===== src/hw/rtl/u8d_pkg.sv =====
`timescale 1ns / 1ps
// ----------------------------------------------------------------------------
// u8d_pkg
// Shared types and constants for the UTF-8 byte stream decoder.
// ----------------------------------------------------------------------------
package u8d_pkg;

  localparam int unsigned BYTE_W = 8;
  localparam int unsigned CP_W   = 21;
  localparam int unsigned LEN_W  = 3;
  localparam int unsigned LEFT_W = 2;

  // Lead byte tags, compared against the top bits of the byte
  localparam logic [2:0] LEAD2_TAG    = 3'h6;
  localparam logic [3:0] LEAD3_TAG    = 4'hE;
  localparam logic [4:0] LEAD4_TAG    = 5'h1E;
  localparam logic [5:0] PAYLOAD_MASK = 6'h3F;
  localparam int unsigned CONT_BIT    = 7;

  // Sequence lengths
  localparam logic [LEN_W-1:0] LEN_IDLE = 3'd0;
  localparam logic [LEN_W-1:0] LEN_ONE  = 3'd1;
  localparam logic [LEN_W-1:0] LEN_TWO  = 3'd2;
  localparam logic [LEN_W-1:0] LEN_THREE = 3'd3;
  localparam logic [LEN_W-1:0] LEN_FOUR = 3'd4;

  // One decoded result beat
  typedef struct packed {
    logic [CP_W-1:0]  code_point;
    logic [LEN_W-1:0] seq_length;
    logic             error;
  } u8d_res_t;

endpackage


===== src/hw/rtl/u8d_in_reg.sv =====
`timescale 1ns / 1ps
// ----------------------------------------------------------------------------
// u8d_in_reg
// Input register: captures one byte beat and holds it until the decode
// stage consumes it.
// ----------------------------------------------------------------------------
module u8d_in_reg (
  input  logic                      clk,
  input  logic                      rst_n,
  input  logic                      in_valid,
  input  logic [u8d_pkg::BYTE_W-1:0] in_byte,
  output logic                      in_stall,
  input  logic                      advance,
  output logic                      held_valid,
  output logic [u8d_pkg::BYTE_W-1:0] held_byte
);
  import u8d_pkg::*;

  logic              valid_r, valid_nxt;
  logic [BYTE_W-1:0] byte_r;
  logic              take;

  // Hold off the sender only while a held byte cannot move on
  assign in_stall = valid_r && !advance;
  assign take     = in_valid && !in_stall;

  always_comb begin
    valid_nxt = take || (valid_r && !advance);
  end

  always_ff @(posedge clk) begin
    if (!rst_n) begin
      valid_r <= 1'b0;
    end else begin
      valid_r <= valid_nxt;
    end
  end

  always_ff @(posedge clk) begin
    if (take) begin
      byte_r <= in_byte;
    end
  end

  assign held_valid = valid_r;
  assign held_byte  = byte_r;

endmodule


===== src/hw/rtl/u8d_dec.sv =====
`timescale 1ns / 1ps
// ----------------------------------------------------------------------------
// u8d_dec
// Decode stage: keeps the open-sequence state and, for each byte, updates it
// and flags a result when a sequence completes or fails.
// ----------------------------------------------------------------------------
module u8d_dec (
  input  logic                      clk,
  input  logic                      rst_n,
  input  logic                      step,
  input  logic [u8d_pkg::BYTE_W-1:0] byte_in,
  output logic                      res_valid,
  output u8d_pkg::u8d_res_t         res
);
  import u8d_pkg::*;

  logic [LEFT_W-1:0] left_r, left_nxt;
  logic [CP_W-1:0]   accum_r, accum_nxt;
  logic [LEN_W-1:0]  total_r, total_nxt;
  logic [LEFT_W-1:0] left_dec;
  logic [CP_W-1:0]   payload_sh;
  logic [LEN_W-1:0]  used;
  logic              cont;

  assign cont     = byte_in[CONT_BIT];
  assign left_dec = left_r - 2'd1;
  assign used     = total_r - {1'b0, left_r} + LEN_ONE;

  // Place continuation payload by bytes still to come
  always_comb begin
    payload_sh = '0;
    unique case (left_dec)
      2'd0:    payload_sh = {15'd0, byte_in[5:0] & PAYLOAD_MASK};
      2'd1:    payload_sh = {9'd0, byte_in[5:0] & PAYLOAD_MASK, 6'd0};
      2'd2:    payload_sh = {3'd0, byte_in[5:0] & PAYLOAD_MASK, 12'd0};
      default: payload_sh = '0;
    endcase
  end

  // Next state and result
  always_comb begin
    left_nxt       = left_r;
    accum_nxt      = accum_r;
    total_nxt      = total_r;
    res_valid      = 1'b0;
    res.code_point = '0;
    res.seq_length = LEN_ONE;
    res.error      = 1'b0;
    if (left_r == 2'd0) begin
      left_nxt  = 2'd0;
      accum_nxt = '0;
      total_nxt = LEN_IDLE;
      if (!cont) begin
        res_valid      = 1'b1;
        res.code_point = {13'd0, byte_in};
      end else if (byte_in[7:5] == LEAD2_TAG) begin
        accum_nxt = {10'd0, byte_in[4:0], 6'd0};
        left_nxt  = 2'd1;
        total_nxt = LEN_TWO;
      end else if (byte_in[7:4] == LEAD3_TAG) begin
        accum_nxt = {5'd0, byte_in[3:0], 12'd0};
        left_nxt  = 2'd2;
        total_nxt = LEN_THREE;
      end else if (byte_in[7:3] == LEAD4_TAG) begin
        accum_nxt = {byte_in[2:0], 18'd0};
        left_nxt  = 2'd3;
        total_nxt = LEN_FOUR;
      end else begin
        res_valid = 1'b1;
        res.error = 1'b1;
      end
    end else if (!cont) begin
      // Broken sequence: drop the byte, report bytes used
      res_valid      = 1'b1;
      res.error      = 1'b1;
      res.seq_length = used;
      left_nxt       = 2'd0;
      accum_nxt      = '0;
      total_nxt      = LEN_IDLE;
    end else if (left_dec == 2'd0) begin
      res_valid      = 1'b1;
      res.code_point = accum_r | payload_sh;
      res.seq_length = total_r;
      left_nxt       = 2'd0;
      accum_nxt      = '0;
      total_nxt      = LEN_IDLE;
    end else begin
      left_nxt  = left_dec;
      accum_nxt = accum_r | payload_sh;
    end
  end

  always_ff @(posedge clk) begin
    if (!rst_n) begin
      left_r  <= 2'd0;
      accum_r <= '0;
      total_r <= LEN_IDLE;
    end else if (step) begin
      left_r  <= left_nxt;
      accum_r <= accum_nxt;
      total_r <= total_nxt;
    end
  end

endmodule


===== src/hw/rtl/u8d_out_reg.sv =====
`timescale 1ns / 1ps
// ----------------------------------------------------------------------------
// u8d_out_reg
// Result register: holds one result beat until the receiver takes it and
// tells the decode stage when it may step.
// ----------------------------------------------------------------------------
module u8d_out_reg (
  input  logic                          clk,
  input  logic                          rst_n,
  input  logic                          load,
  input  u8d_pkg::u8d_res_t             res,
  output logic                          free,
  output logic                          out_valid,
  input  logic                          out_stall,
  output logic [u8d_pkg::CP_W-1:0]      out_code_point,
  output logic [u8d_pkg::LEN_W-1:0]     out_seq_length,
  output logic                          out_error
);
  import u8d_pkg::*;

  logic     valid_r, valid_nxt;
  u8d_res_t res_r;

  // Free when empty or the held beat leaves this cycle
  assign free = !valid_r || !out_stall;

  always_comb begin
    valid_nxt = valid_r;
    if (free) begin
      valid_nxt = load;
    end
  end

  always_ff @(posedge clk) begin
    if (!rst_n) begin
      valid_r <= 1'b0;
    end else begin
      valid_r <= valid_nxt;
    end
  end

  always_ff @(posedge clk) begin
    if (free && load) begin
      res_r <= res;
    end
  end

  assign out_valid      = valid_r;
  assign out_code_point = res_r.code_point;
  assign out_seq_length = res_r.seq_length;
  assign out_error      = res_r.error;

endmodule


===== src/hw/rtl/utf8_byte_stream_decoder.sv =====
`timescale 1ns / 1ps
// ----------------------------------------------------------------------------
// utf8_byte_stream_decoder
// Decodes a UTF-8 byte stream into code points, one byte beat per cycle while out_stall stays low.
// ----------------------------------------------------------------------------
// Input channel: in_valid / in_stall carry one raw byte (in_byte) per beat.
// Result channel: out_valid / out_stall carry out_code_point, out_seq_length
// and out_error. A result appears for every single-byte character, every
// completed multi-byte sequence and every error (bad lead byte, or a
// continuation byte with bit 7 clear, which is dropped).
// Throughput: one byte per cycle, sustained while out_stall stays low.
// The input register captures the byte completing or breaking its sequence,
// then the decode stage writes its result into the result register, which
// raises out_valid.
// Reset (rst_n low, synchronous): both stage registers empty, decoder idle
// awaiting a lead byte.
// Stall: a held result waits in the result register; the decode stage stops
// and in_stall rises once the input register is also occupied, so no byte
// is lost or repeated.
// ----------------------------------------------------------------------------
module utf8_byte_stream_decoder (
  input  logic                      clk,
  input  logic                      rst_n,
  input  logic                      in_valid,
  input  logic [u8d_pkg::BYTE_W-1:0] in_byte,
  output logic                      in_stall,
  output logic                      out_valid,
  input  logic                      out_stall,
  output logic [u8d_pkg::CP_W-1:0]  out_code_point,
  output logic [u8d_pkg::LEN_W-1:0] out_seq_length,
  output logic                      out_error
);
  import u8d_pkg::*;

  logic              held_valid;
  logic [BYTE_W-1:0] held_byte;
  logic              free;
  logic              step;
  logic              res_valid;
  u8d_res_t          res;

  // Decode advances when a byte is held and the result slot is free
  assign step = held_valid && free;

  u8d_in_reg u_in (
    .clk        (clk),
    .rst_n      (rst_n),
    .in_valid   (in_valid),
    .in_byte    (in_byte),
    .in_stall   (in_stall),
    .advance    (free),
    .held_valid (held_valid),
    .held_byte  (held_byte)
  );

  u8d_dec u_dec (
    .clk       (clk),
    .rst_n     (rst_n),
    .step      (step),
    .byte_in   (held_byte),
    .res_valid (res_valid),
    .res       (res)
  );

  u8d_out_reg u_out (
    .clk            (clk),
    .rst_n          (rst_n),
    .load           (step && res_valid),
    .res            (res),
    .free           (free),
    .out_valid      (out_valid),
    .out_stall      (out_stall),
    .out_code_point (out_code_point),
    .out_seq_length (out_seq_length),
    .out_error      (out_error)
  );

endmodule

===== config.mk =====
export PLATFORM = sky130hd
export DESIGN_NAME = utf8_byte_stream_decoder
export DESIGN_NICKNAME = d
export VERILOG_FILES = /design/src/hw/rtl/u8d_pkg.sv /design/src/hw/rtl/u8d_in_reg.sv /design/src/hw/rtl/u8d_dec.sv /design/src/hw/rtl/u8d_out_reg.sv /design/src/hw/rtl/utf8_byte_stream_decoder.sv
export SDC_FILE = /design/constraint.sdc
export NUM_CORES = 1
export LEC_CHECK = 0
export BUFFER_PORTS_ARGS = -buffer_cell sky130_fd_sc_hd__buf_4
export CORE_MARGIN = 3
export CORE_UTILIZATION = 60
export CTS_CLUSTER_SIZE = 20
export DETAILED_ROUTE_END_ITERATION = 8
export GPL_TIMING_DRIVEN = 0
export PLACE_DENSITY_LB_ADDON = 0.25
export SLEW_MARGIN = 20
export SYNTH_ARGS = -nofsm -noshare
export SYNTH_HDL_FRONTEND = slang
export SYNTH_SLANG_ARGS = --single-unit

===== constraint.sdc =====
create_clock -name clk -period 3.5 [get_ports clk]
set_input_delay 1.05 -clock clk [delete_from_list [all_inputs] [get_ports clk]]
set_output_delay 1.05 -clock clk [all_outputs]
set_load 0.01 [all_outputs]

### Word level (Yosys, flattened, before mapping)

Cells that the tools add are included.

| cells by class | value |
|---|---|
| equal/unequal tests | 6 |
| $add $sub $neg | 3 |
| reductions and logical operators | 14 |
| bitwise operators | 1 |
| mux-type cells | 37 |

Operators with widths:

| cell | number |
|---|---|
| two-way mux 21 bit | 9 |
| one-hot mux 18 bit (3 select lines) | 1 |
| two-way mux 24 bit | 1 |
| two-way mux 3 bit | 8 |
| OR 21 bit | 1 |
| two-way mux 2 bit | 7 |
| two-way mux 1 bit | 10 |
| two-way mux 7 bit | 1 |
| == test 5 bit (second input constant) | 1 |
| logical AND 1 bit | 5 |
| == test 4 bit (second input constant) | 1 |
| logical NOT 1 bit | 4 |
| logical NOT 2 bit | 2 |
| adder 3 x 1 -> 3 bit (second input constant) | 1 |
| == test 3 bit (second input constant) | 1 |
| inequality test 3 x 1 -> 1 bit (second input constant) | 1 |
| subtractor 3 x 2 -> 3 bit | 1 |
| == test 2 x 1 -> 1 bit (second input constant) | 1 |
| == test 2 bit (second input constant) | 1 |
| logical OR 1 bit | 2 |
| AND reduction 2 bit | 1 |
| subtractor 2 x 1 -> 2 bit (second input constant) | 1 |

| storage, ports and cells | value |
|---|---|
| register bits | 61 |
| output and inout port bits | 27 |
| logic and storage cells | 70 |

### Logic depth before layout (Yosys ltp)

Gate-level depths: netlist of run 1.

| depth | value |
|---|---|
| depth in word-level cells | 8 |
| depth in mapped cells | 8 |

### Hierarchy

A second synthesis of run 1 with hierarchy kept.

| second synthesis, totals | value |
|---|---|
| cell total of the unflattened synthesis | 254 |
| area, all modules | 2,725.1 µm² |

Modules (own cells, without submodules):

| module | seq. area each (µm²) | cells an instance | area each (µm²) | instances |
|---|---|---|---|---|
| u8d_dec | 520.5 | 210 | 1,632.8 | 1 |
| u8d_out_reg | 770.7 | 30 | 792.0 | 1 |
| u8d_in_reg | 260.2 | 12 | 287.8 | 1 |
| utf8_byte_stream_decoder | 0.0 | 2 | 12.5 | 1 |

### Worst setup path after synthesis of run 1

No wires, ideal clock.

| path | value |
|---|---|
| kind | input-to-reg |
| start point | input port out_stall |
| end point | register u_out.res_r (netlist bit u_out.out_code_point[0]), enable pin |
| path slack | 830 ps |
| required time | 3,108 ps |
| library setup time | 392 ps |
| stages | 4 |
| arrival | 2,278 ps |
| path through | a21boi_2 -> nand2b_1 -> buf_6 -> a21oi_2 |

| between the ends | value |
|---|---|
| word-level cells in the longest chain between the ends | 5 |

RTL lines:

| element | RTL line | text |
|---|---|---|
| start, declared | utf8_byte_stream_decoder.sv:28 | `input logic out_stall,` |
| logical NOT 1 bit (*) | u8d_out_reg.sv:25 | `assign free = !valid_r \|\| !out_stall;` |
| logical OR 1 bit (*) | u8d_out_reg.sv:25 |  |
| logical AND 1 bit | utf8_byte_stream_decoder.sv:43 | `assign step = held_valid && free;` |
| logical AND 1 bit | utf8_byte_stream_decoder.sv:68 | `.load (step && res_valid),` |
| logical AND 1 bit (*) | u8d_out_reg.sv:43 | `if (free && load) begin` |
| end signal, assigned | u8d_out_reg.sv:44 | `res_r <= res;` |
| end, declared | u8d_out_reg.sv:22 | `u8d_res_t res_r;` |

Every way passes the cells marked *; elsewhere a longest branch is shown, timed or not.
A chain may end at the register's enable or synchronous reset.

### Final worst setup path of run 1

| path | value |
|---|---|
| start point | input port out_stall |
| end point | register u_out.res_r (netlist bit u_out.out_code_point[15]), enable pin |

The elaborated chain is that of the path after synthesis.

==> results of run 1 <==
[registers in the layout, indices dropped and copies added (netlist names)]
| register | flops |
|---|---|
| u_dec.accum_r | 21 |
| u_dec.left_r | 2 |
| u_dec.total_r | 3 |
| u_in.held_byte | 8 |
| u_in.held_valid | 1 |
| u_out.out_code_point | 21 |
| u_out.out_error | 1 |
| u_out.out_seq_length | 3 |
| u_out.out_valid | 1 |
[layout make-up]
class / count / area [sq um]
multi-input combinational: 156 / 1002
buffer: 18 / 86.33
sequential: 61 / 1551
inverter: 6 / 22.52
fill: 275 / 918.4
timing repair buffer: 38 / 285.3
clock inverter: 5 / 73.82
clock buffer: 11 / 141.4
tap: 50 / 62.56
[worst max-delay path, stage by stage]
cell and delay, ns:
buf_4 0.12, a21boi_2 0.39, nand2b_1 0.15, buf_6 0.17
a21oi_4 0.64
[where the power goes]
part / internal (mW) / leakage, nW / switching [mW] / total (mW)
clock network: 0.416 / 0.111 / 0.265 / 0.681
logic: 0.0514 / 0.698 / 0.0759 / 0.127
registers: 0.779 / 0.549 / 0.0136 / 0.793
[worst max path at each step]
stage,end,slack [ns],cells after the start
5_1_grt,u_out.out_code_point[15]$_SDFFCE_PP0P_,0.79,5
3_5_place_dp,u_out.out_code_point[9]$_SDFFCE_PP0P_,0.56,5
4_1_cts,u_out.out_code_point[18]$_SDFFCE_PP0P_,0.92,5
6_report,u_out.out_code_point[15]$_SDFFCE_PP0P_,0.92,5
2_1_floorplan,u_out.out_code_point[0]$_DFFE_PP_,0.83,4
3_3_place_gp,u_out.out_code_point[8]$_SDFFCE_PP0P_,0.22,5
[per-stage QoR]
step                total power, mW  worst slack, ns  std cells
global placement             0.9275           0.2192        329
CTS                           1.603           0.9163        345
finish                        1.601           0.9179        345
floorplan                    0.8810           0.8301        241
detailed placement           0.9335           0.5588        329
global route                  1.651           0.7940        345
[cell usage after synthesis (all sizes together) (4+ instances only)]
| master | n | area, sq um |
|---|---|---|
| o21ai | 12 | 60.06 |
| ha | 8 | 100.1 |
| nor2b | 15 | 93.84 |
| nor2 | 18 | 67.56 |
| a21oi | 9 | 48.80 |
| nand3 | 6 | 30.03 |
| and3 | 11 | 68.82 |
| dfxtp | 28 | 560.5 |
| o211ai | 6 | 45.04 |
| nand2 | 21 | 81.33 |
| o22ai | 4 | 31.28 |
| a221oi | 7 | 61.31 |
| nand2b | 4 | 25.02 |
| clkbuf | 10 | 37.54 |
| edfxtp | 33 | 991.0 |
| a21o | 7 | 52.55 |
| buf | 8 | 48.80 |
| inv | 6 | 22.52 |
[cells by family (layout without fill, tap and decap cells)]
logic type,after synthesis,after routing,synth area share
compound gates,62,62,0.1659
xor+xnor,1,1,0.003299
fa+ha+maj,8,8,0.03770
buf+inv,24,78,0.04100
flops,61,61,0.5844
mux,1,1,0.004241
simple gates,84,84,0.1635
[layer usage]
| layer | track usage | up-vias | part of all wire |
|---|---|---|---|
| li1 | - | 978 | - |
| met1 | 0.3139 | 950 | 0.42 |
| met2 | 0.3627 | 108 | 0.47 |
| met3 | 0.07341 | 16 | 0.088 |
| met4 | 0.1189 | 0 | 0.023 |
| met5 | 0 | - | 0 |
==> results.md, run 1 <==
* Status: completed
* Count of input and output buffers at 38
* Initial antenna violation count at 0
* First-pass GRT wire length at 9.425 mm
* # diodes at 0
* Worst setup path start: out_stall
* Final Slew Violations at 0
* Crit end category: flop
* EDFF count, synth at 33
* Vias per std cell at 5.948
* Worst setup SP type: input port
* CORE AREA at 4144 sq um
* H-tree levels at 3
* Post-Syn Area at 2655 sq um
* Sink Count at 61
* Leading cell type in the layout, fill and taps excluded: buf_4
* Total Routing Usage GR at 0.2401
* Crit Path Max Fanout at 26
* FFs w/ async S/R, synth at 0
* CTS clk-pin slew, worst paths at 0.06 ns
* Fraction of layout cells with a size suffix above 1 at 0.2271
* Fin Setup TNS at 0 ns
* Placed instance area at 3010 sq um
* Pin slew with the least headroom to its limit at 0.8329 ns
* Root buffer cell: clkbuf_8
* Routability Congestion at 0.9218
* Initial core utilization at 0.6407
* Post_cts resized at 0
* Mapped Nets at 261
* Total number of vias at 2052
* Worst reg-to-reg setup slack at 1.14 ns
* Die footprint at 5259 sq um
* Final instance area at 3226 sq um
* Yosys warning total at 0
* Register area share after synthesis at 0.5844
* Syn Area/Cell at 11.02 sq um
* Power per standard cell area at 496.5 nW/um^2
* Tmin final at 2.582 ns
* Reg2Reg Depth at 7
* Post-Synthesis Cells at 241
* DRC at 0
* RSZ-0062 raised after global routing: false
* Hold path cells at 1
* Pin count of the biggest net entering global routing at 27
* Most frequent cells in the layout: buf_4 (39), edfxtp_1 (33), dfxtp_1 (28)
* Tcrit/Tclk final at 0.7377
* Longest Clk Path Bufs at 2
* Routed Antenna Nets at 0
* Yosys cell types at 40
* VDD IR max at 0.3670 mV
* WL final at 5.911 mm
* Hold Path Class: reg -> reg
* WHS at 0.4779 ns
* Cell leakage power at 1.358 nW
* Post-CTS Hold Buffers at 0
* DIE HEIGHT at 72.52 um
* #FFs+latches synth at 61
* Number of nets in the layout at 310
* Worst-Skew Late Latency at 0.34 ns
* DRT iter0 DRCs at 301
* Wire per inst at 17.13 um
* Worst R2R End: u_out.out_code_point[15]$_SDFFCE_PP0P_
* CP required at 3.46 ns
* Num ports at 39
* CP arrival at 2.54 ns
* Rows at 23
* Max Cap Viol at 0
* Inserted Clock Buffers at 9
* CTS tree: done
* Die Width at 72.52 um
* Fmax at 387.3 MHz
* Worst Clk Skew at 0.007017 ns
* Critical path class: in -> reg
* DPL Wire Length at 3.822 mm
* Area grow syn2layout at 21.49%
* Postcts setup bufs at 0
* Core Util, Final at 0.7784
* Synth Flop Type: edfxtp_1
* Drt pass-1 iters at 5
* Fin. Hold Viols at 0
* Hold Crit Endpoint: u_dec.accum_r[20]$_SDFFE_PN0P_
* Vias in the first global route at 1944
* Worst rel slew slack at 0.4435
* Hold_sp: u_dec.accum_r[20]$_SDFFE_PN0P_
* GRT overflow at 0
* Finish-stage setup viols at 0
* RR Startpoint: u_dec.left_r[0]$_SDFFE_PN0P_
Note: power is estimated with default switching activity, not from simulation.
==> inputs of run 2 (changes only) <==
--- a/config.mk
+++ b/config.mk
@@ -7,7 +7,7 @@
 export LEC_CHECK = 0
 export BUFFER_PORTS_ARGS = -buffer_cell sky130_fd_sc_hd__buf_4
 export CORE_MARGIN = 3
-export CORE_UTILIZATION = 60
+export CORE_UTILIZATION = 56
 export CTS_CLUSTER_SIZE = 20
 export DETAILED_ROUTE_END_ITERATION = 8
 export GPL_TIMING_DRIVEN = 0
==> constraint.sdc (replaced) <==
create_clock -name clk -period 2.7 [get_ports clk]
set_input_delay 0.81 -clock clk [delete_from_list [all_inputs] [get_ports clk]]
set_output_delay 0.81 -clock clk [all_outputs]
set_load 0.01 [all_outputs]
==> run 2 against run 1 <==
Compared with the run above:
- register-to-register slack lost 0.75 ns
- routed wire length decreased by 7.1%
- first-iteration DRC count fell by 40%
- combinational power rose by 29%
- total power is 14% higher
==> results.md, run 2 (same netlist as run 1, synthesis figures left out) <==
* CP arrival at 2.29 ns
* Sink Count at 61
* Fin. Hold Viols at 0
* CORE AREA at 4474 sq um
* CTS tree: done
* Hold_sp: u_dec.accum_r[17]$_SDFFE_PN0P_
* Final instance area at 3159 sq um
* Worst setup path start: out_stall
* Root buffer cell: clkbuf_8
* Net Sw Power at 0.4368 mW
* Vias in the first global route at 1904
* Area grow syn2layout at 18.99%
* Postcts setup bufs at 0
* Pin count of the biggest net entering global routing at 27
* DRC at 0
* Drt pass-1 iters at 4
* DIE HEIGHT at 74.86 um
* Wire per inst at 15.92 um
* Total Routing Usage GR at 0.2239
* Routability Congestion at 0.8780
* WL final at 5.494 mm
* Part of the power in the clock network at 0.349
* Die Width at 74.86 um
* Comb power frac at 0.090
* Number of nets in the layout at 310
* Worst reg-to-reg setup slack at 0.39 ns
* Pin slew with the least headroom to its limit at 0.8417 ns
* Crit end category: flop
* Rows at 24
* Die footprint at 5603 sq um
* Inserted Clock Buffers at 9
* Hold Crit Endpoint: u_dec.accum_r[17]$_SDFFE_PN0P_
* RR Startpoint: u_dec.left_r[0]$_SDFFE_PN0P_
* Switching Share at 0.2385
* Placed instance area at 3013 sq um
* Critical path class: in -> reg
* Fmax at 429.9 MHz
* Worst setup SP type: input port
* Hold Path Class: reg -> reg
* Initial core utilization at 0.5934
* CTS clk-pin slew, worst paths at 0.06 ns
* Finish-stage setup viols at 0
* Post-CTS Hold Buffers at 0
* WHS at 0.4745 ns
* Non-Filler Instances at 345
* Sequential fraction of design power at 0.561
* DRT iter0 DRCs at 181
* Initial antenna violation count at 0
* RSZ-0062 raised after global routing: false
* Internal power at 1.395 mW
* Num ports at 39
* Hold path cells at 2
* Longest Clk Path Bufs at 2
* Routed Antenna Nets at 0
* Final Slew Violations at 0
* Most frequent cells in the layout: buf_4 (39), edfxtp_1 (33), dfxtp_1 (28)
* Total number of vias at 2016
* H-tree levels at 3
* Post_cts resized at 0
* Dpl cells at 331
* Worst rel slew slack at 0.4376
* VDD IR max at 0.4785 mV
* Tcrit/Tclk final at 0.8614
* # diodes at 0
* Crit Path Max Fanout at 26
* First-pass GRT wire length at 9.156 mm
* Status: completed
* Cell leakage power at 1.326 nW
* Worst Clk Skew at 0.005264 ns
* Worst-Skew Late Latency at 0.34 ns
* Vias per std cell at 5.843
* Power per standard cell area at 579.8 nW/um^2
* GRT overflow at 0
* CP required at 2.66 ns
* Worst R2R End: u_out.out_code_point[12]$_SDFFCE_PP0P_
* Fraction of layout cells with a size suffix above 1 at 0.2218
* Tmin final at 2.326 ns
* DPL Wire Length at 3.750 mm
* Count of input and output buffers at 38
* Leading cell type in the layout, fill and taps excluded: buf_4
* Reg2Reg Depth at 7
* Max Cap Viol at 0
-- run 2: worst max-delay path by stage --
stage,to,cells after the start,slack (ns)
floorplan,u_out.out_code_point[0]$_DFFE_PP_,4,0.27
global placement,u_out.out_code_point[9]$_SDFFCE_PP0P_,5,-0.34
detailed placement,u_out.out_code_point[8]$_SDFFCE_PP0P_,5,0.01
CTS,u_out.out_error$_DFFE_PP_,5,0.36
global route,u_out.out_code_point[12]$_SDFFCE_PP0P_,7,0.23
finish,u_out.out_code_point[12]$_SDFFCE_PP0P_,5,0.37
-- run 2: cell type report --
cell class	count	area (sq um)
clock inverter	3	15.01
inverter	6	22.52
multi-input combinational	156	1002
fill	327	1315
timing repair buffer	38	285.3
buffer	18	86.33
clock buffer	11	131.4
sequential	61	1551
tap	52	65.06
-- run 2: power by group through the flow --
stage	registers (mW)	clock network (mW)	logic (mW)
after floorplan	1.05	0	0.0918
after global placement	1.05	0	0.156
after detailed placement	1.05	0	0.162
after CTS	1.03	0.647	0.163
after global routing	1.03	0.700	0.181
final	1.03	0.640	0.164
-- run 2: metal layers --
metal	vias up	part of all wire	global-route usage
li1	976	-	-
met1	942	0.42	0.2825
met2	87	0.49	0.3511
met3	11	0.075	0.07610
met4	0	0.014	0.09684
met5	-	0	0
-- run 2: worst max-delay path, stage by stage --
cell and delay (ns):
buf_4 0.12, a21boi_2 0.38, nand2b_1 0.14, buf_6 0.17, a21oi_4 0.65
-- run 2: per-stage QoR --
stage	total power, mW	util	TNS (ns)	setup slack (ns)
6_report	1.832	0.7061	0	0.3741
5_1_grt	1.912	0.7061	0	0.2331
4_1_cts	1.838	0.7061	0	0.3610
3_5_place_dp	1.209	0.6734	0	0.01018
3_3_place_gp	1.203	0.6717	-8.762	-0.3449
2_1_floorplan	1.142	-	0	0.2701
